===== src/rtl/spbp_pkg.sv =====
package spbp_pkg;

    // Significant bits of each input bound; higher bits are ignored.
    localparam int BOUND_WIDTH = 32;

    // Fixed field widths.
    localparam int FW          = 32;
    localparam int LIMIT_HI_W  = FW - 1;
    localparam int NUM_W       = FW + 2;   // signed quotient operands and results
    localparam int MAG_W       = FW + 1;   // dividend magnitude, quotient bits
    localparam int DEN_W       = FW;       // divisor magnitude
    localparam int PROD_W      = 2 * FW;

    // Pipeline depths.
    localparam int ZSTAGE_LAT  = 3;
    localparam int PREP_LAT    = 2;
    localparam int DIV_LAT     = MAG_W + 1;
    localparam int SIDE_LAT    = PREP_LAT + DIV_LAT;
    localparam int TOTAL_LAT   = 1 + ZSTAGE_LAT + SIDE_LAT + 2;

    localparam int CFG_IDX_W   = 1;

    typedef logic signed [FW-1:0]     bound_t;
    typedef logic signed [NUM_W-1:0]  wide_t;
    typedef logic signed [PROD_W-1:0] prod_t;

    localparam wide_t WIDE_ZERO      = '0;
    localparam wide_t WIDE_ONE       = wide_t'(1);
    localparam wide_t WIDE_MINUS_ONE = wide_t'(-1);

    localparam bound_t               LIMIT_LOW_RST  = bound_t'(-500000000);
    localparam logic [LIMIT_HI_W-1:0] LIMIT_HIGH_RST = LIMIT_HI_W'(500000000);

    typedef enum logic [CFG_IDX_W-1:0] {
        CFG_LIMIT_LOW  = 1'b0,
        CFG_LIMIT_HIGH = 1'b1
    } cfg_idx_t;

    typedef struct packed {
        bound_t x_lo;
        bound_t x_hi;
        bound_t y_lo;
        bound_t y_hi;
        bound_t z_lo;
        bound_t z_hi;
        logic   failed;
    } bounds_t;

    // Case selection for tightening one factor.
    typedef struct packed {
        logic             zprod;
        logic             fix_zero;
        logic             pass;
        logic             vmin_zero;
        logic             vmax_zero;
        logic             straddle;
        logic [DEN_W-1:0] smax;
    } tf_ctl_t;

    typedef struct packed {
        logic [MAG_W-1:0] num;
        logic [DEN_W-1:0] den;
        logic             neg;
    } div_req_t;

endpackage


===== src/rtl/spbp_prep.sv =====
module spbp_prep
    import spbp_pkg::*;
(
    input  logic     clk,
    input  logic     en,
    input  bound_t   vmin,
    input  bound_t   vmax,
    input  bound_t   zmin,
    input  bound_t   zmax,
    output div_req_t qmin_req,
    output div_req_t qmax_req,
    output tf_ctl_t  ctl
);

    wide_t            nmin_num_reg;
    wide_t            nmin_den_reg;
    wide_t            nmax_num_reg;
    wide_t            nmax_den_reg;
    wide_t            nmin_num_next;
    wide_t            nmin_den_next;
    wide_t            nmax_num_next;
    wide_t            nmax_den_next;
    logic [DEN_W-1:0] zmin_abs_reg;
    logic [DEN_W-1:0] zmax_abs_reg;
    tf_ctl_t          ctl1_reg;
    tf_ctl_t          ctl1_next;
    div_req_t         qmin_reg;
    div_req_t         qmax_reg;
    tf_ctl_t          ctl2_reg;
    tf_ctl_t          ctl2_next;

    // Build signed dividends and divisors for the ceil and floor quotients.
    always_comb
    begin
        wide_t vl;
        wide_t vh;
        wide_t zl;
        wide_t zh;
        vl = wide_t'(vmin);
        vh = wide_t'(vmax);
        zl = wide_t'(zmin);
        zh = wide_t'(zmax);
        if (vh < 0)
        begin
            if (zl > 0)
            begin
                nmin_num_next = zh - vh - WIDE_ONE;
                nmin_den_next = vh;
            end
            else
            begin
                nmin_num_next = -zh - vl - WIDE_ONE;
                nmin_den_next = -vl;
            end
        end
        else if (vl > 0)
        begin
            if (zl > 0)
            begin
                nmin_num_next = zl + vh - WIDE_ONE;
                nmin_den_next = vh;
            end
            else
            begin
                nmin_num_next = -zl + vl - WIDE_ONE;
                nmin_den_next = -vl;
            end
        end
        else
        begin
            nmin_num_next = WIDE_ZERO;
            nmin_den_next = WIDE_ONE;
        end
        nmax_num_next = (vh < 0) ? zl : zh;
        nmax_den_next = (zl > 0) ? vl : vh;

        ctl1_next.zprod     = (zmin == 0) && (zmax == 0);
        ctl1_next.fix_zero  = (vmin > 0) || (vmax < 0);
        ctl1_next.pass      = !((zmin > 0) || (zmax < 0));
        ctl1_next.vmin_zero = (vmin == 0);
        ctl1_next.vmax_zero = (vmax == 0);
        ctl1_next.straddle  = (vmin < 0) && (vmax > 0);
        ctl1_next.smax      = '0;
    end

    always_ff @(posedge clk)
    begin
        if (en)
        begin
            nmin_num_reg <= nmin_num_next;
            nmin_den_reg <= nmin_den_next;
            nmax_num_reg <= nmax_num_next;
            nmax_den_reg <= nmax_den_next;
            zmin_abs_reg <= (zmin < 0) ? DEN_W'(-wide_t'(zmin)) : DEN_W'(zmin);
            zmax_abs_reg <= (zmax < 0) ? DEN_W'(-wide_t'(zmax)) : DEN_W'(zmax);
            ctl1_reg     <= ctl1_next;
        end
    end

    // Fold the larger z magnitude into the case flags.
    always_comb
    begin
        ctl2_next      = ctl1_reg;
        ctl2_next.smax = (zmin_abs_reg > zmax_abs_reg) ? zmin_abs_reg : zmax_abs_reg;
    end

    // Split into magnitudes and result sign.
    always_ff @(posedge clk)
    begin
        if (en)
        begin
            qmin_reg.num  <= (nmin_num_reg < 0) ? MAG_W'(-nmin_num_reg) : MAG_W'(nmin_num_reg);
            qmin_reg.den  <= (nmin_den_reg < 0) ? DEN_W'(-nmin_den_reg) : DEN_W'(nmin_den_reg);
            qmin_reg.neg  <= nmin_num_reg[NUM_W-1] ^ nmin_den_reg[NUM_W-1];
            qmax_reg.num  <= (nmax_num_reg < 0) ? MAG_W'(-nmax_num_reg) : MAG_W'(nmax_num_reg);
            qmax_reg.den  <= (nmax_den_reg < 0) ? DEN_W'(-nmax_den_reg) : DEN_W'(nmax_den_reg);
            qmax_reg.neg  <= nmax_num_reg[NUM_W-1] ^ nmax_den_reg[NUM_W-1];
            ctl2_reg      <= ctl2_next;
        end
    end

    assign qmin_req = qmin_reg;
    assign qmax_req = qmax_reg;
    assign ctl      = ctl2_reg;

endmodule


===== config.mk =====
export PLATFORM = sky130hd
export DESIGN_NAME = spbp_prep
export DESIGN_NICKNAME = d
export VERILOG_FILES = /design/src/rtl/spbp_pkg.sv /design/src/rtl/spbp_prep.sv
export SDC_FILE = /design/constraint.sdc
export NUM_CORES = 1
export LEC_CHECK = 0
export ABC_CLOCK_PERIOD_IN_PS = 12910
export BUFFER_PORTS_ARGS = -buffer_cell sky130_fd_sc_hd__buf_2
export CAP_MARGIN = 20
export CORE_MARGIN = 5
export CORE_UTILIZATION = 50
export DETAILED_ROUTE_END_ITERATION = 16
export PLACE_DENSITY = 0.73
export RECOVER_POWER = 25
export SLEW_MARGIN = 30
export SYNTH_ARGS = -nofsm -noshare
export SYNTH_HDL_FRONTEND = slang
export SYNTH_SLANG_ARGS = --single-unit

===== constraint.sdc =====
create_clock -name clk -period 12.91 [get_ports clk]
set_input_delay 2.582 -clock clk [delete_from_list [all_inputs] [get_ports clk]]
set_output_delay 2.582 -clock clk [all_outputs]
set_load 0.01 [all_outputs]

# Word level (Yosys, flattened, before mapping)
# Index checks and enable logic that the tools add are counted.
[word_totals] reg_bits=376 in_bits=130 out_inout_bits=170 elab_cells=82
[op_classes] addsub=15 order_cmp=15 n_mux=16 bitwise_logic=2 n_reduce_logical=9
[ops] operator="34-bit 2-to-1 mux" count=9
[ops] operator="32-bit by 1-bit > comparator with 1-bit output, second input constant" count=5
[ops] operator="32-bit by 1-bit < comparator with 1-bit output, second input constant" count=5
[ops] operator="32-bit 2-to-1 mux" count=5
[ops] operator="34-bit by 1-bit < comparator with 1-bit output, second input constant" count=4
[ops] operator="32-bit zero test" count=4
[ops] operator="32-bit negator with 34-bit output" count=3
[ops] operator="33-bit by 2-bit subtractor with 34-bit output, second input constant" count=2
[ops] operator="34-bit by 2-bit subtractor with 34-bit output, second input constant" count=2
[ops] operator="33-bit 2-to-1 mux" count=2
[ops] operator="33-bit negator" count=2
[ops] operator="32-bit negator" count=2
[ops] operator="34-bit by 32-bit adder with 34-bit output" count=1
[ops] operator="34-bit by 32-bit subtractor with 34-bit output" count=1
[ops] operator="32-bit by 32-bit adder with 33-bit output" count=1
[ops] operator="32-bit by 32-bit subtractor with 33-bit output" count=1
[ops] operator="32-bit > comparator" count=1
[ops] operator="1-bit logical AND" count=2
[ops] operator="1-bit logical OR" count=2
[ops] operator="1-bit bitwise XOR" count=2
[ops] operator="1-bit zero test" count=1

# Longest topological paths before layout
[depth] depth_word=6 ltp_mapped=21 mapped_depth_nobuf=20

# Worst setup path after synthesis
# Ideal clock, no wire load.
[synth_path] path_type="input to register" from="input port zmin[6]" to="register nmin_num_reg[31], data pin" setup_time_ns=0.266 arrival_time_ns=6.467 path_slack_ns=6.177 path_stages=19 n_path_buf=1 cell_sequence="clkbuf_1 -> or4_1 -> nor4_4 -> nand2_1 -> nor2_1 -> nand3_1 -> or3_1 -> xnor2_1 -> ha_1 -> inv_1 -> ha_1 -> nand2_1 -> o21ai_0 -> a22o_1 -> a31oi_1 -> o211ai_1 -> a31oi_1 -> mux2i_1 -> nand4_1"
[synth_between] elab_chain_cells=6
[synth_rtl] item="from (decl)" line="spbp_prep.sv:8" source="input bound_t zmin,"
[synth_rtl] item="32-bit negator with 34-bit output"
[synth_rtl] item="34-bit by 32-bit adder with 34-bit output" line="spbp_prep.sv:65" source="nmin_num_next = -zl + vl - WIDE_ONE;"
[synth_rtl] item="34-bit by 2-bit subtractor with 34-bit output" line="spbp_prep.sv:65"
[synth_rtl] item="34-bit 2-to-1 mux" line="spbp_prep.sv:58" source="if (zl > 0)"
[synth_rtl] item="34-bit 2-to-1 mux" line="spbp_prep.sv:56" source="else if (vl > 0)"
[synth_rtl] item="34-bit 2-to-1 mux (*)" line="spbp_prep.sv:43" source="if (vh < 0)"
[synth_rtl] item="via nmin_num_next[31]" line="spbp_prep.sv:19" source="wide_t nmin_num_next;"
[synth_rtl] item="to (signal assigned)" line="spbp_prep.sv:90" source="nmin_num_reg <= nmin_num_next;"
[synth_rtl] item="to (decl)" line="spbp_prep.sv:15" source="wide_t nmin_num_reg;"
# The timed path passes the listed nets; every way through them passes the cells marked *.
# A chain may end at the register's enable or synchronous reset.

# Final worst setup path
[layout_path] from="input port en" to="register nmin_num_reg[8], enable pin"
[layout_lines] item="from (decl)" line="spbp_prep.sv:5" source="input logic en,"
# No word-level cell between the ends.

==> impl_metrics.yaml <==
sta:
  worstMarginPinSlew_ns: 6.92
  max_slew_margin: -3.62
  setup_viol_count_final: 0
  holdWs_ns: 0.419
  finalCritPeriodShare: 0.633
  fmax_ghz: 0.122
  slew_violations: 186
  setup_tns_ns: 0
  fin_skew_ns: 0.0225
  rsz0062_at_grt: "no"
  finalHoldViolations: 0
  min_period_ns: 8.17
global_routing:
  overflow: 0
  antenna_found_initial: 23
  grt_max_degree: 176
  grt_pass1_vias: 22900
  track_usage: 0.304
  grt_pass1_wl_um: 138000
cts:
  clock_path_buffers: 3
  cts_tree: "yes"
  clk_pin_slew_worst_paths_ns: 0.07
  clk_latency_ns: 0.57
  hold_buffers: 0
  cts_buffers: 40
  cts_root_buf: "clkbuf_16"
  post-cts-setup-buffers: 0
  htreeDepth: 2
  cts_num_sinks: 371
  cts_resized: 0
setup_path:
  cpMaxStageDelayCell: "clkbuf_1"
  worst_setup_path_end_kind: "register"
  max_stage_delay_ns: 4.73
  r2r_cells: 10
  path_cells: "clkbuf_1 -> buf_6"
  cp.arrival_ns: 8.35
  path_buf_inv: 2
  r2r_end: "qmin_req[65]"
  critical_path.startpoint: "en"
  path_depth: 2
  r2r-start: "nmin_num_reg[0]"
  cp.required_ns: 13.09
  startpoint_type: "input pin"
  reg2reg_slack_ns: 9.40
  path_class: "input pin to register"
  path_max_fanout: 119
  crit_end: "nmin_num_reg[8]"
  crit_family: "buffers and inverters"
drt:
  drt-initial-drc-count: 2125
  routedWlPerCell_um: 24.1
  via_per_inst: 5.96
  wl_um: 95200
  final_antenna_net_count: 0
  drt_pass1_iterations: 8
  drc: 0
  num_vias: 23500
hold_path:
  whs_path_depth: 0
  hold_class: "register to register"
synthesis:
  ys_warn_count: 0
  synthCells: 2890
  synth_top_cell_by_area: "edfxtp_1"
  synthesis.area_mm2: 0.0278
  async_flop_share: 0
  netlist_top_cells_area: "edfxtp_1, ha_1, xnor2_1"
  ys.flop_type: "edfxtp_1"
  synth_area_per_cell_um2: 9.60
  yosysSeqAreaShare: 0.401
  ys_ff_latch: 371
  synth_top_area_frac: 0.401
  ys_types: 80
  synth_edf_count: 371
  syn_nets: 3258
placed_design:
  dpl_cell_area_mm2: 0.0299
  gp_congestion: 1.04
  dp_hpwl_um: 76200
  dp_cells: 3850
  io_buffers: 299
floorplanning:
  rows: 86
  start_util: 0.504
  core_mm2: 0.0551
  ios: 300
  die_width_um: 246
  dieArea_mm2: 0.0603
  die_h_um: 246
cells_and_area:
  layout-drive-gt1-share: 0.143
  final_common_cell: "edfxtp_1"
  design_area_mm2: 0.0312
  area_delta_synth_final_pct: 12.4
  layoutNonFillerInstCount: 3942
  fillers: 4910
  layout_common_cells: "edfxtp_1, inv_1, buf_2"
  layout.nets: 3514
  fin_util: 0.566
run_status:
  status: "finished with violations"
  violations: "capacitance limit, slew limit"
power:
  p_leak_nw: 12.8
  power_density_mw_per_mm2: 123
  peakVddDrop_v: 0.0000829
run:
  cap_violations: 3
[power breakdown]
part	internal (mW)	leakage [nW]	total (mW)	switching [mW]
Clock	0.598	0.580	1.10	0.499
Sequential	1.52	3.62	1.60	0.0778
Combinational	0.451	8.60	1.15	0.694
[layout make-up]
| type | count | area [um^2] | area share |
|---|---|---|---|
| diodes | 21 | 52.6 | 0.00168 |
| clock buffers | 48 | 1030 | 0.0331 |
| clock inverters | 21 | 189 | 0.00606 |
| inverters | 309 | 1160 | 0.0372 |
| multi-input cells | 2111 | 15100 | 0.484 |
| flip-flops and latches | 371 | 11100 | 0.357 |
| well taps | 748 | 936 | 0.0300 |
| repair buffers | 313 | 1600 | 0.0512 |
[cells in the mapped netlist, types with 6 or more instances]
cell type	n
o41ai_1	21
a211o_1	8
a31oi_1	19
a21boi_0	7
nor3_1	47
nand2b_1	27
o31ai_1	31
nor2b_1	14
ha_1	234
nand2_1	211
xor2_1	68
a211oi_1	21
xnor2_1	294
o21ai_0	165
mux2_2	61
and2_1	13
o211ai_1	24
nand3_1	41
mux2i_1	11
clkbuf_1	83
o21a_1	30
and3_1	16
nand4_1	35
a21oi_1	188
o31a_1	7
or3_1	53
inv_1	308
buf_1	13
o221ai_1	6
o21bai_1	20
or4_1	23
nor4_1	31
o22ai_1	22
nor2_1	192
edfxtp_1	371
a21o_1	73
or2_2	14
[layer usage]
| metal | track usage | wire length [um] | up-vias |
|---|---|---|---|
| met2 | 0.512 | 45200 | 1099 |
| met3 | 0.0713 | 8790 | 297 |
| li1 | - | - | 10900 |
| met1 | 0.354 | 34500 | 11100 |
| met4 | 0.182 | 6590 | 20 |
| met5 | 0 | 137 | - |
[how the worst min path moves through the flow]
| stage | startpoint | endpoint | slack, ns |
|---|---|---|---|
| 2_1_floorplan | ctl1_reg[32] | ctl[32] | 0.40 |
| 3_3_place_gp | ctl1_reg[34] | ctl[34] | 0.40 |
| 3_5_place_dp | ctl1_reg[37] | ctl[37] | 0.41 |
| 4_1_cts | ctl1_reg[37] | ctl[37] | 0.42 |
| 5_1_grt | ctl1_reg[34] | ctl[34] | 0.43 |
| 6_report | ctl1_reg[37] | ctl[37] | 0.42 |
[kinds of logic (layout without fill, tap and decap cells)]
family,after synthesis,after routing,synth area share
adder cells (fa/ha/maj),238,238,0.108
AND/OR/NAND/NOR,750,750,0.134
flip-flops,371,371,0.401
other,1,22,0.000135
AO/OA/AOI/OAI,688,688,0.157
XOR/XNOR,362,362,0.114
buffers and inverters,408,691,0.0555
multiplexers,72,72,0.0287
[through the flow]
step | power (mW) | worst slack [ns]
global route | 4.02 | 4.35
floorplan | 2.34 | 6.18
CTS | 3.84 | 5.89
global placement | 2.73 | 5.51
detailed placement | 2.74 | 5.31
finish | 3.84 | 4.74
No activity file was read; power rests on OpenSTA's default activity.
