[config.mk]
export PLATFORM = sky130hd
export DESIGN_NAME = spbp_tighten
export DESIGN_NICKNAME = d
export VERILOG_FILES = /design/src/rtl/spbp_pkg.sv /design/src/rtl/spbp_tighten.sv
export SDC_FILE = /design/constraint.sdc
export NUM_CORES = 1
export LEC_CHECK = 0
export BUFFER_PORTS_ARGS = -buffer_cell sky130_fd_sc_hd__buf_2
export CAP_MARGIN = 20
export CORE_ASPECT_RATIO = 1.25
export CORE_MARGIN = 1.5
export CORE_UTILIZATION = 25
export DETAILED_ROUTE_END_ITERATION = 8
export PLACE_DENSITY = 0.44
export SKIP_LAST_GASP = 1
export SYNTH_ARGS = -nofsm -noshare
export SYNTH_HDL_FRONTEND = slang
export SYNTH_SLANG_ARGS = --single-unit
[constraint.sdc]
create_clock -name clk -period 9.4 [get_ports clk]
set_clock_uncertainty 0.2 [all_clocks]
set_input_delay 0 -clock clk [delete_from_list [all_inputs] [get_ports clk]]
set_output_delay 0 -clock clk [all_outputs]
set_load 0.02 [all_outputs]
[src/rtl/spbp_pkg.sv]
package spbp_pkg;

    // Significant bits of each input bound; higher bits are ignored.
    localparam int BOUND_WIDTH = 32;

    // Fixed field widths.
    localparam int FW          = 32;
    localparam int LIMIT_HI_W  = FW - 1;
    localparam int NUM_W       = FW + 2;   // signed quotient operands and results
    localparam int MAG_W       = FW + 1;   // dividend magnitude, quotient bits
    localparam int DEN_W       = FW;       // divisor magnitude
    localparam int PROD_W      = 2 * FW;

    // Pipeline depths.
    localparam int ZSTAGE_LAT  = 3;
    localparam int PREP_LAT    = 2;
    localparam int DIV_LAT     = MAG_W + 1;
    localparam int SIDE_LAT    = PREP_LAT + DIV_LAT;
    localparam int TOTAL_LAT   = 1 + ZSTAGE_LAT + SIDE_LAT + 2;

    localparam int CFG_IDX_W   = 1;

    typedef logic signed [FW-1:0]     bound_t;
    typedef logic signed [NUM_W-1:0]  wide_t;
    typedef logic signed [PROD_W-1:0] prod_t;

    localparam wide_t WIDE_ZERO      = '0;
    localparam wide_t WIDE_ONE       = wide_t'(1);
    localparam wide_t WIDE_MINUS_ONE = wide_t'(-1);

    localparam bound_t               LIMIT_LOW_RST  = bound_t'(-500000000);
    localparam logic [LIMIT_HI_W-1:0] LIMIT_HIGH_RST = LIMIT_HI_W'(500000000);

    typedef enum logic [CFG_IDX_W-1:0] {
        CFG_LIMIT_LOW  = 1'b0,
        CFG_LIMIT_HIGH = 1'b1
    } cfg_idx_t;

    typedef struct packed {
        bound_t x_lo;
        bound_t x_hi;
        bound_t y_lo;
        bound_t y_hi;
        bound_t z_lo;
        bound_t z_hi;
        logic   failed;
    } bounds_t;

    // Case selection for tightening one factor.
    typedef struct packed {
        logic             zprod;
        logic             fix_zero;
        logic             pass;
        logic             vmin_zero;
        logic             vmax_zero;
        logic             straddle;
        logic [DEN_W-1:0] smax;
    } tf_ctl_t;

    typedef struct packed {
        logic [MAG_W-1:0] num;
        logic [DEN_W-1:0] den;
        logic             neg;
    } div_req_t;

endpackage

[src/rtl/spbp_tighten.sv]
module spbp_tighten
    import spbp_pkg::*;
(
    input  logic    clk,
    input  logic    en,
    input  logic    sel_y,
    input  bounds_t b_in,
    input  tf_ctl_t ctl,
    input  wide_t   qmin,
    input  wide_t   qmax,
    output bounds_t b_out
);

    bounds_t b_reg;
    bounds_t b_next;

    always_comb
    begin
        wide_t ulo;
        wide_t uhi;
        wide_t vlo;
        wide_t vhi;
        wide_t nmin;
        wide_t nmax;
        wide_t val;
        logic  fail;
        ulo  = sel_y ? wide_t'(b_in.y_lo) : wide_t'(b_in.x_lo);
        uhi  = sel_y ? wide_t'(b_in.y_hi) : wide_t'(b_in.x_hi);
        vlo  = sel_y ? wide_t'(b_in.x_lo) : wide_t'(b_in.y_lo);
        vhi  = sel_y ? wide_t'(b_in.x_hi) : wide_t'(b_in.y_hi);
        nmin = ctl.straddle ? -wide_t'({1'b0, ctl.smax}) : qmin;
        nmax = ctl.straddle ?  wide_t'({1'b0, ctl.smax}) : qmax;
        val  = WIDE_ZERO;
        fail = b_in.failed;

        priority if (b_in.failed || ctl.pass && !ctl.zprod)
        begin
            fail = b_in.failed;
        end
        else if (ctl.zprod)
        begin
            if (ctl.fix_zero)
            begin
                // Fix the factor at zero.
                if (WIDE_ZERO > ulo)
                begin
                    if (WIDE_ZERO > uhi)
                        fail = 1'b1;
                    else
                        ulo = WIDE_ZERO;
                end
                if (!fail && (WIDE_ZERO < uhi))
                begin
                    if (WIDE_ZERO < ulo)
                        fail = 1'b1;
                    else
                        uhi = WIDE_ZERO;
                end
            end
        end
        else if (ctl.vmin_zero)
        begin
            // Exclude zero from the divisor.
            if (WIDE_ONE > vlo)
            begin
                if (WIDE_ONE > vhi)
                    fail = 1'b1;
                else
                    vlo = WIDE_ONE;
            end
        end
        else if (ctl.vmax_zero)
        begin
            if (WIDE_MINUS_ONE < vhi)
            begin
                if (WIDE_MINUS_ONE < vlo)
                    fail = 1'b1;
                else
                    vhi = WIDE_MINUS_ONE;
            end
        end
        else
        begin
            if (nmin > ulo)
            begin
                val = (nmin == WIDE_ZERO) ? WIDE_ONE : nmin;
                if (val > ulo)
                begin
                    if (val > uhi)
                        fail = 1'b1;
                    else
                        ulo = val;
                end
            end
            if (!fail && (nmax < uhi))
            begin
                val = (nmax == WIDE_ZERO) ? WIDE_MINUS_ONE : nmax;
                if (val < uhi)
                begin
                    if (val < ulo)
                        fail = 1'b1;
                    else
                        uhi = val;
                end
            end
        end

        b_next        = b_in;
        b_next.failed = fail;
        if (sel_y)
        begin
            b_next.y_lo = ulo[FW-1:0];
            b_next.y_hi = uhi[FW-1:0];
            b_next.x_lo = vlo[FW-1:0];
            b_next.x_hi = vhi[FW-1:0];
        end
        else
        begin
            b_next.x_lo = ulo[FW-1:0];
            b_next.x_hi = uhi[FW-1:0];
            b_next.y_lo = vlo[FW-1:0];
            b_next.y_hi = vhi[FW-1:0];
        end
    end

    always_ff @(posedge clk)
    begin
        if (en)
        begin
            b_reg <= b_next;
        end
    end

    assign b_out = b_reg;

endmodule

* Yosys cells after proc, flatten, opt, wreduce, memory -nomap -nowiden
Index checks and enable logic that the tools add are counted.
** Storage, ports and cells
- Register bits :: 193
- Input port bits :: 302
- Output and inout port bits :: 193
- Logic and storage cells :: 104
** Operators by class
- Add/subtract/negate cells :: 1
- $lt $le $gt $ge :: 14
- Multiplexer cells :: 73
- Reduce and logical (&&, ||, !) cells :: 9
** Operator list (count)
- $mux W32 :: 26
- $mux W34 :: 20
- $lt A1 B34 Y1 const A :: 4
- $mux W128 :: 1
- $gt A34 B34 Y1 :: 3
- $lt A34 B34 Y1 :: 3
- $gt A1 B34 Y1 const A :: 2
- $gt A2 B34 Y1 const A :: 2
- $logic_not A34 Y1 :: 2
- $neg A32 Y34 :: 1
- $mux W1 :: 26
- $logic_and A1 B1 Y1 :: 3
- $logic_not A1 Y1 :: 3
- $logic_or A1 B1 Y1 :: 1

* Logic depth before layout (Yosys ltp)
Gate-level depths: netlist of run 1.
- Depth in word-level cells :: 21
- Depth in mapped cells :: 36

* Worst setup path after synthesis of run 1
Ideal clock, no wire load.
- Kind :: input to register
- From :: input ctl[32] in the netlist's numbering
- To :: register b_reg, in the netlist b_out[151], data pin
- Library setup time :: 0.132 ns
- Arrival time :: 8.302 ns
- Required time :: 9.068 ns
- Path slack :: 0.766 ns
- Stages on the path :: 34
- Path through :: clkbuf_1 -> buf_1 -> buf_2 -> buf_2 -> buf_1 -> buf_1 -> clkbuf_1 -> clkbuf_1 -> mux2_2 -> ha_1 -> a21oi_1 -> o21ai_0 -> a21o_1 -> a221o_1 -> or2_2 -> a211oi_1 -> nand2_1 -> clkbuf_1 -> clkbuf_1 -> nand2_1 -> o21ai_0 -> ha_1 -> nand2_1 -> or4_1 -> nor3_1 -> a221o_1 -> a221oi_1 -> a31oi_1 -> nor2b_1 -> or3_1 -> buf_1 -> nor3_4 -> buf_6 -> a221o_1
** RTL lines
- from (decl) :: line spbp_tighten.sv:8 : input tf_ctl_t ctl,
- to (signal assigned) :: line spbp_tighten.sv:130 : b_reg <= b_next;
- to (decl) :: line spbp_tighten.sv:14 : bounds_t b_reg;

==> metrics.yaml, run 1 <==
yosys.area.top_type: "edfxtp_1"
worst_slew_pin_slew_ns: 1.072
crit_fanout: 25
fin_crit_sh_pct: 89.21
worst_ir_drop_vdd_mv: 0.1231
drive_gt1_share_pct: 28.49
critPathLaunch: "ctl[0]"
drtPass1Iterations: 6
hold_viol: 0
synthToLayoutAreaGrowth_pct: 38.49
synth_top_family_by_area: "simple AND/OR/NAND/NOR gates"
viasPerCell: 5.463
die_w_um: 233.6
yosysMostFrequentCell: "ha_1"
drcViolationCount: 0
use_met2_pct: 44.80
clk_pin_slew_worst_paths_ns: 0.08
synth_ff_type: "edfxtp_1"
synth_commonest_cells: "ha_1, edfxtp_1, nand2_1, o21ai_0, a21oi_1"
yosysSeqAreaShare_pct: 34.87
gr-max-usage-layer: "met2"
wl_per_cell_um: 27.45
synthTopCellsByArea: "edfxtp_1, ha_1, mux2i_1"
status: "completed"
slew_violations: 0
setup_viol: 0
synth_edf_count: 193
yosysTopAreaCellShare_pct: 34.87
cts_max_path_buffers: 2
multi_input_area_um2: 10320
async_reset_ff_share_pct: 0
post-route-cell-area_um2: 23020
crit_type: "input pin to flop"
slowest_delay_ns: 0.84
seq_area_um2: 5796
die_y_um: 291.3
nFillCells: 6836
synthMuxAreaShare_pct: 7.980
max_slew_margin_pct: 26.48
synth-simple-area-share_pct: 19.21
synth-adder-area-share_pct: 15.13
max_freq_ghz: 0.1193
drt_iter0_markers: 1305
hold_path_class: "input pin to flop"
cp_top_family: "simple AND/OR/NAND/NOR gates"
crit_buf_inv: 5
end_kind: "flop"
synth_area_um2: 16620
final_cells: 3301
synth_cell_types: 76
path_common_cell: "ha_1"
placed_cell_area_um2: 20410
initial_core_util_pct: 25.30
fin_setup_tns_ns: 0
syn-num-nets: 2231
grt_max_degree: 68
crit_slowest_cell: "o311ai_1"
cts_tree: "built"
routabilityCongestion: 0.9641
cts_setup_buffers: 0
maxCapViolCount: 0
yosysWarningCount: 0
p_per_area_nw_per_um2: 130.3
cts.sinks: 193
gr-total-overflow: 0
cts_max_level: 4
synth.avg_cell_area_um2: 9.618
hpwlAfterDp_mm: 74.11
antenna_found_initial: 0
cts_buffers: 17
hp-start: "b_in[2]"
critPathArrivalTime_ns: 8.50
ys_seq_elements: 193
largest_register_ffs: 193
min_period_ns: 8.385
use_met1_pct: 31.81
io_pins: 495
worstSetupStartpointType: "input pin"
root_buffer: "clkbuf_16"
worstPathRequired_ns: 9.51
rsz0062_at_grt: "no"
wirelength_mm: 90.62
leakage_nw: 9.876
vias: 18032
num_rows: 105
final_nets: 2933
core_area_um2: 65690
synth_compound_area_share_pct: 18.79
drtAntennaViolNets: 0
synth-xor-area-share_pct: 0.7905
port_buffers: 494
dieArea_um2: 68050
dp.cells: 3067
use_met3_pct: 2.674
grt_pass1_wl_mm: 128.0
globalRouteTotalUtil_pct: 25.96
grt_pass1_vias: 18497
netlist_instances: 1728
stage by stage:
stage / hold WS (ns) / power (mW) / utilization (%) / setup WS, ns
after floorplan: -0.1011 / 1.669 / - / 0.7665
after global placement: -0.02192 / 2.166 / 31.08 / 0.8503
after detailed placement: -0.02160 / 2.175 / 31.08 / 0.6509
after CTS: 0.02662 / 3.009 / 34.99 / 1.105
after global routing: 0.03007 / 3.147 / 35.03 / 0.5174
final: 0.05633 / 3.000 / 35.04 / 1.015
report_power, final:
group          total, mW  switching (mW)  internal, mW
registers           1.06          0.0269          1.03
clock network      0.758           0.399         0.359
logic               1.18           0.745         0.435
routing by layer:
| metal | share of wire [%] | vias up |
|---|---|---|
| met5 | 0 | - |
| met2 | 49 | 852 |
| met4 | 5.2 | 0 |
| met1 | 41 | 8751 |
| li1 | - | 8254 |
| met3 | 5.2 | 175 |
placed cells by master (no fill, tap or decap), types with 12 or more instances in the layout:
cell / netlist / routed
edfxtp_1: 193 / 193
nor4_1: 68 / 68
a31oi_1: 35 / 35
a221o_1: 53 / 53
nand4_1: 65 / 65
a21o_1: 22 / 22
a21oi_1: 87 / 86
clkbuf_16: 0 / 17
inv_1: 41 / 41
o31ai_1: 31 / 31
o21ai_0: 108 / 108
nor3_1: 40 / 38
buf_4: 0 / 74
ha_1: 201 / 201
o21a_1: 12 / 12
or4_1: 17 / 17
nand2_1: 184 / 184
mux2_2: 52 / 52
buf_2: 11 / 491
nand2b_1: 50 / 50
dlygate4sd3_1: 0 / 198
nor2b_1: 12 / 12
a211oi_1: 15 / 15
or2_2: 17 / 17
nor2_1: 78 / 77
mux2i_1: 74 / 73
nand3_1: 34 / 34
final timing paths:
| check | end | slack, ns | depth (start not counted) |
|---|---|---|---|
| setup / recovery | b_out[137] | 1.01 | 31 |
| hold / removal | b_out[2] | 0.06 | 2 |
cell type report:
class | count | area share (%)
repair buffers | 768 | 22.05
clock inverters | 15 | 0.7175
flip-flops and latches | 193 | 25.18
well taps | 856 | 4.653
clock buffers | 17 | 1.848
diodes | 2 | 0.02174
inverters | 42 | 0.6849
multi-input cells | 1408 | 44.85
repair_timing:
| action | in CTS | in global routing |
|---|---|---|
| hold buffers | 198 | 0 |
| endpoints found under the hold margin | 255 | 0 |
| resized for setup | 0 | 0 |
cells by family (layout without fill, tap and decap cells):
kind of cell / after synthesis / count (layout)
compound gates: 456 / 456
xor+xnor: 15 / 15
fa+ha+maj: 201 / 201
buf+inv: 127 / 842
flops: 193 / 193
mux: 126 / 126
other cells: 0 / 2
simple gates: 610 / 610
(Power assumes the default switching activity.)
==> run 2, diff against run 1 <==
--- a/config.mk
+++ b/config.mk
@@ -10,8 +10,9 @@
 export CORE_ASPECT_RATIO = 1.25
 export CORE_MARGIN = 1.5
 export CORE_UTILIZATION = 25
+export CTS_BUF_LIST = sky130_fd_sc_hd__clkbuf_16
 export DETAILED_ROUTE_END_ITERATION = 8
-export PLACE_DENSITY = 0.44
+export PLACE_DENSITY = 0.48
 export SKIP_LAST_GASP = 1
 export SYNTH_ARGS = -nofsm -noshare
 export SYNTH_HDL_FRONTEND = slang
==> run 2 against run 1 <==
Final cell count down 0.30%; clock-buffer cell count stayed put; combinational power barely moved; critical path depth shrank 1; critical path type unchanged; largest cell class unchanged; clock power fell by 0.5%; fmax grew 1.6%; sequential power barely moved; setup slack improved by 0.13 ns.
==> metrics.yaml, run 2 (synthesis gave the netlist of run 1 again) <==
status: "completed"
fin_setup_tns_ns: 0  # unchanged
end_kind: "flop"
cts_buffers: 17  # unchanged
viasPerCell: 5.459  # about the same
p_per_area_nw_per_um2: 130.3  # about the same
fin_crit_sh_pct: 87.84  # -1.4 points
drive_gt1_share_pct: 28.17  # -0.32 points
worstPathRequired_ns: 9.53  # +0.02 ns
drtAntennaViolNets: 0  # unchanged
final_cell_mix: "buf_2, ha_1, dlygate4sd3_1"
slowest_delay_ns: 0.76  # -0.08 ns
gr-total-overflow: 0  # unchanged
drt_iter0_markers: 1465  # +12%
die_y_um: 291.3  # unchanged
globalRouteTotalUtil_pct: 25.05  # -0.91 points
critPathLaunch: "ctl[15]"
crit_fanout: 46  # +84%
hpwlAfterDp_mm: 71.68  # -3.3%
endpoint: "b_out[0]"
io_pins: 495  # unchanged
initial_core_util_pct: 25.30  # unchanged
num_antenna_cells: 0  # -2
leakage_nw: 9.845  # -0.32%
antenna_found_initial: 0  # unchanged
layout_commonest_cell: "buf_2"
worst_slew_pin_slew_ns: 1.099  # +0.02713 ns
cts_max_path_buffers: 2  # unchanged
synthToLayoutAreaGrowth_pct: 37.99
num_rows: 105  # unchanged
clk_pin_slew_worst_paths_ns: 0.08  # about the same
root_buffer: "clkbuf_16"
cts_resized: 0  # unchanged
routabilityCongestion: 0.9362  # -2.9%
setup_slack_ns: 1.143  # +0.1286 ns
hold_viol: 0  # unchanged
grt_max_degree: 68  # unchanged
port_buffers: 494  # unchanged
cts_max_level: 4  # unchanged
cts_tree: "built"
drtPass1Iterations: 7  # +1
setup_viol: 0  # unchanged
core_area_um2: 65690  # unchanged
vias: 17967  # -0.36%
drcViolationCount: 0  # unchanged
min_period_ns: 8.257  # -0.1286 ns
cts.sinks: 193  # unchanged
wl_per_cell_um: 26.76  # -2.5%
place_ws_ns: 0.9748  # +0.3240 ns
fin_util_pct: 34.91  # -0.13 points
max_slew_margin_pct: 26.09  # -0.39 points
dieArea_um2: 68050  # unchanged
largest_register_ffs: 193  # unchanged
slew_violations: 0  # unchanged
hold_path_class: "input pin to flop"
worst_ir_drop_vdd_mv: 0.09331  # -24%
rsz0062_at_grt: "no"
crit_type: "input pin to flop"
maxCapViolCount: 0  # unchanged
grt_pass1_vias: 17909  # -3.2%
final_nets: 2925  # -0.27%
wirelength_mm: 88.06  # -2.8%
critPathArrivalTime_ns: 8.39  # -0.11 ns
grt_pass1_wl_mm: 123.7  # -3.4%
max_freq_ghz: 0.1211  # +1.6%
crit_slowest_cell: "o31ai_1"
die_w_um: 233.6  # unchanged
worstSetupStartpointType: "input pin"
## run 2: critical path, delay by kind of cell
kind                     cells  cell delay [ns]
adder cells (fa/ha/maj)      2             0.68
buffers and inverters        6             1.63
AO/OA/AOI/OAI               10             2.57
AND/OR/NAND/NOR             12             3.49
## run 2: metrics by stage
stage | instance area (µm²) | hold WS, ns | std cells | total power, mW
floorplan | 16620 | -0.1011 | 1728 | 1.669
global placement | 20360 | -0.02256 | 3061 | 2.149
detailed placement | 20360 | -0.02156 | 3061 | 2.167
CTS | 22930 | 0.01778 | 3291 | 2.994
global route | 22930 | 0.03633 | 3291 | 3.127
finish | 22930 | 0.05260 | 3291 | 2.989
## run 2: cell type report
type	count	area, µm²
fill	6797	42750
multi-input combinational	1408	10310
sequential	193	5796
timing repair buffer	760	5004
tap	856	1071
clock buffer	17	425.4
clock inverter	15	166.4
inverter	42	157.7
## run 2: how the worst min path moves through the flow
stage                     end      from  depth (start not counted)  slack [ns]
floorplan           b_out[10]  b_in[10]                          0       -0.10
detailed placement  b_out[44]  b_in[44]                          1       -0.02
global route         b_out[3]   b_in[3]                          2        0.04
CTS                 b_out[14]  b_in[14]                          2        0.02
global placement    b_out[31]  b_in[31]                          1       -0.02
finish              b_out[20]  b_in[20]                          2        0.05
## run 2: what timing repair did
| action | CTS | global route |
|---|---|---|
| hold buffers | 198 | 0 |
| hold endpoints to repair | 259 | 0 |
| buffers inserted | 0 | 0 |
## run 2: power by group
part | switching (mW) | internal [mW]
clock network | 0.375 | 0.380
registers | 0.0261 | 1.03
logic | 0.741 | 0.434
## run 2: per-layer routing
| layer | GRT usage, % | routed length (µm) |
|---|---|---|
| met1 | 30.89 | 36060 |
| met2 | 43.22 | 42980 |
| met3 | 2.909 | 4895 |
| met4 | 11.43 | 4126 |
| met5 | 0 | 0 |
==> run 3, diff against run 2 <==
--- a/config.mk
+++ b/config.mk
@@ -12,7 +12,8 @@
 export CORE_UTILIZATION = 25
 export CTS_BUF_LIST = sky130_fd_sc_hd__clkbuf_16
 export DETAILED_ROUTE_END_ITERATION = 8
-export PLACE_DENSITY = 0.48
+export PLACE_DENSITY_LB_ADDON = 0.12
+export RECOVER_POWER = 50
 export SKIP_LAST_GASP = 1
 export SYNTH_ARGS = -nofsm -noshare
 export SYNTH_HDL_FRONTEND = slang
==> run 3 against run 2 <==
The run now ends with max-capacitance violations, max-slew violations left; cell area shrank 1.1%; sequential share of layout area rose by 0.28 points; combinational power hardly changed; critical path depth stayed put; critical path type unchanged; largest cell class unchanged.
==> metrics.yaml, run 3 (synthesis gave the netlist of run 1 again) <==
status: "finished, violations left"
violations: "max-capacitance violations, max-slew violations"
max_freq_ghz: 0.1206  # -0.40%
core_area_um2: 65690  # unchanged
critPathArrivalTime_ns: 8.43  # +0.04 ns
crit_slowest_cell: "o31ai_1"
globalRouteTotalUtil_pct: 25.76  # +0.71 points
worstPathRequired_ns: 9.54  # about the same
root_buffer: "clkbuf_16"
drtAntennaViolNets: 0  # unchanged
final_cells: 3295  # +0.12%
maxCapViolCount: 1  # +1
layout_commonest_cell: "buf_2"
cts_buffers: 17  # unchanged
end_kind: "flop"
place_ws_ns: 0.9014  # -0.07339 ns
worstHoldEndpoint: "b_out[43]"
die_w_um: 233.6  # unchanged
grt_max_degree: 74  # +8.8%
final_cell_mix: "buf_2, ha_1, dlygate4sd3_1"
hpwlAfterDp_mm: 73.02  # +1.9%
cts_resized: 0  # unchanged
max_slew_margin_pct: -115.2  # -140 points
worstSetupStartpointType: "input pin"
antenna_found_initial: 2  # +2
num_rows: 105  # unchanged
hold_path_class: "input pin to flop"
cts_tree: "built"
slew_violations: 58  # +58
grt_pass1_vias: 18105  # +1.1%
wirelength_mm: 89.94  # +2.1%
die_y_um: 291.3  # unchanged
seq_area_um2: 5796  # unchanged
min_path_cells: 2  # unchanged
setup_viol: 0  # unchanged
hold_viol: 0  # unchanged
final_nets: 2928  # +0.10%
cts_max_level: 4  # unchanged
fin_setup_tns_ns: 0  # unchanged
crit_type: "input pin to flop"
nFillCells: 6943  # +2.1%
drt_iter0_markers: 1340  # -8.5%
initial_core_util_pct: 25.30  # unchanged
dp.cells: 3064  # +0.098%
synthToLayoutAreaGrowth_pct: 36.47
leakage_nw: 9.351  # -5.0%
clk_pin_slew_worst_paths_ns: 0.08  # about the same
p_per_area_nw_per_um2: 128.0  # -1.8%
gr-total-overflow: 0  # unchanged
routabilityCongestion: 0.9348  # -0.15%
worst_ir_drop_vdd_mv: 0.1427  # +53%
multi_input_area_um2: 10320  # about the same
cts.sinks: 193  # unchanged
drive_gt1_share_pct: 21.05  # -7.1 points
wl_per_cell_um: 27.29  # +2.0%
drtPass1Iterations: 6  # -1
fin_util_pct: 34.53  # -0.38 points
path_common_cell: "buf_4"
port_buffers: 494  # unchanged
setup_slack_ns: 1.110  # -0.03292 ns
viasPerCell: 5.417  # -0.78%
hp-start: "b_in[43]"
cts_max_path_buffers: 2  # unchanged
rsz0062_at_grt: "no"
min_period_ns: 8.290  # +0.03292 ns
io_pins: 495  # unchanged
fin_crit_sh_pct: 88.19  # +0.35 points
crit_fanout: 20  # -57%
slowest_delay_ns: 0.74  # -0.02 ns
grt_pass1_wl_mm: 126.0  # +1.9%
drcViolationCount: 0  # unchanged
largest_register_ffs: 193  # unchanged
vias: 17849  # -0.66%
dieArea_um2: 68050  # unchanged
worst_slew_pin_slew_ns: 3.228  # +2.129 ns
[run 3: cell count changes in the layout (fill, tap and decap cells not counted), sizes merged]
cell	delta
clkbuf	+174
clkinvlp	+2
buf	-171
diode	+2
bufinv	-1
clkinv	+4
inv	-6
[run 3: cell type report]
cell class	count	area share, %
tap	856	4.722
inverter	42	0.6951
multi-input combinational	1408	45.51
clock inverter	14	0.4137
sequential	193	25.55
antenna	2	0.02207
clock buffer	17	1.876
timing repair buffer	763	21.21
[run 3: per-stage QoR]
step                      hold WS, ns  area, µm²  power [mW]
after detailed placement     -0.02179      20400       2.174
after CTS                    0.006386      22900       2.936
after global routing          0.02518      22680       3.046
final                         0.04806      22680       2.902
after floorplan               -0.1011      16620       1.669
after global placement       -0.02110      20400       2.160
[run 3: per-layer routing]
| metal | part of all wire [%] | vias to the layer above | routed length, µm | global-route usage [%] |
|---|---|---|---|---|
| met2 | 49 | 774 | 44450 | 45.18 |
| met4 | 4.7 | 2 | 4200 | 11.93 |
| met3 | 5.2 | 176 | 4680 | 3.047 |
| met1 | 41 | 8673 | 36590 | 31.04 |
| li1 | - | 8224 | - | - |
| met5 | 0.014 | - | 13 | 0 |
[run 3: worst max-delay path by stage]
stage / startpoint / endpoint / cells past startpoint
CTS: ctl[11] / b_out[0] / 30
global placement: ctl[11] / b_out[70] / 30
global route: ctl[11] / b_out[0] / 30
detailed placement: ctl[11] / b_out[85] / 28
finish: ctl[11] / b_out[0] / 30
floorplan: ctl[32] / b_out[151] / 34
[run 3: critical path: cells and delay by family]
kind            cells  cell delay, ns
fa+ha+maj           2            0.43
compound gates      9            2.76
simple gates       13            3.63
buf+inv             6            1.63
[run 3: what timing repair did]
item | 4_1_cts | 5_1_grt
hold endpoints to repair | 248 | 0
hold buffers | 198 | 0
buffers inserted | 0 | 0
[run 3: where the power goes]
group          switching [mW]  internal (mW)  total (mW)
clock network           0.347          0.336       0.683
logic                   0.740          0.415        1.16
registers              0.0279           1.04        1.06
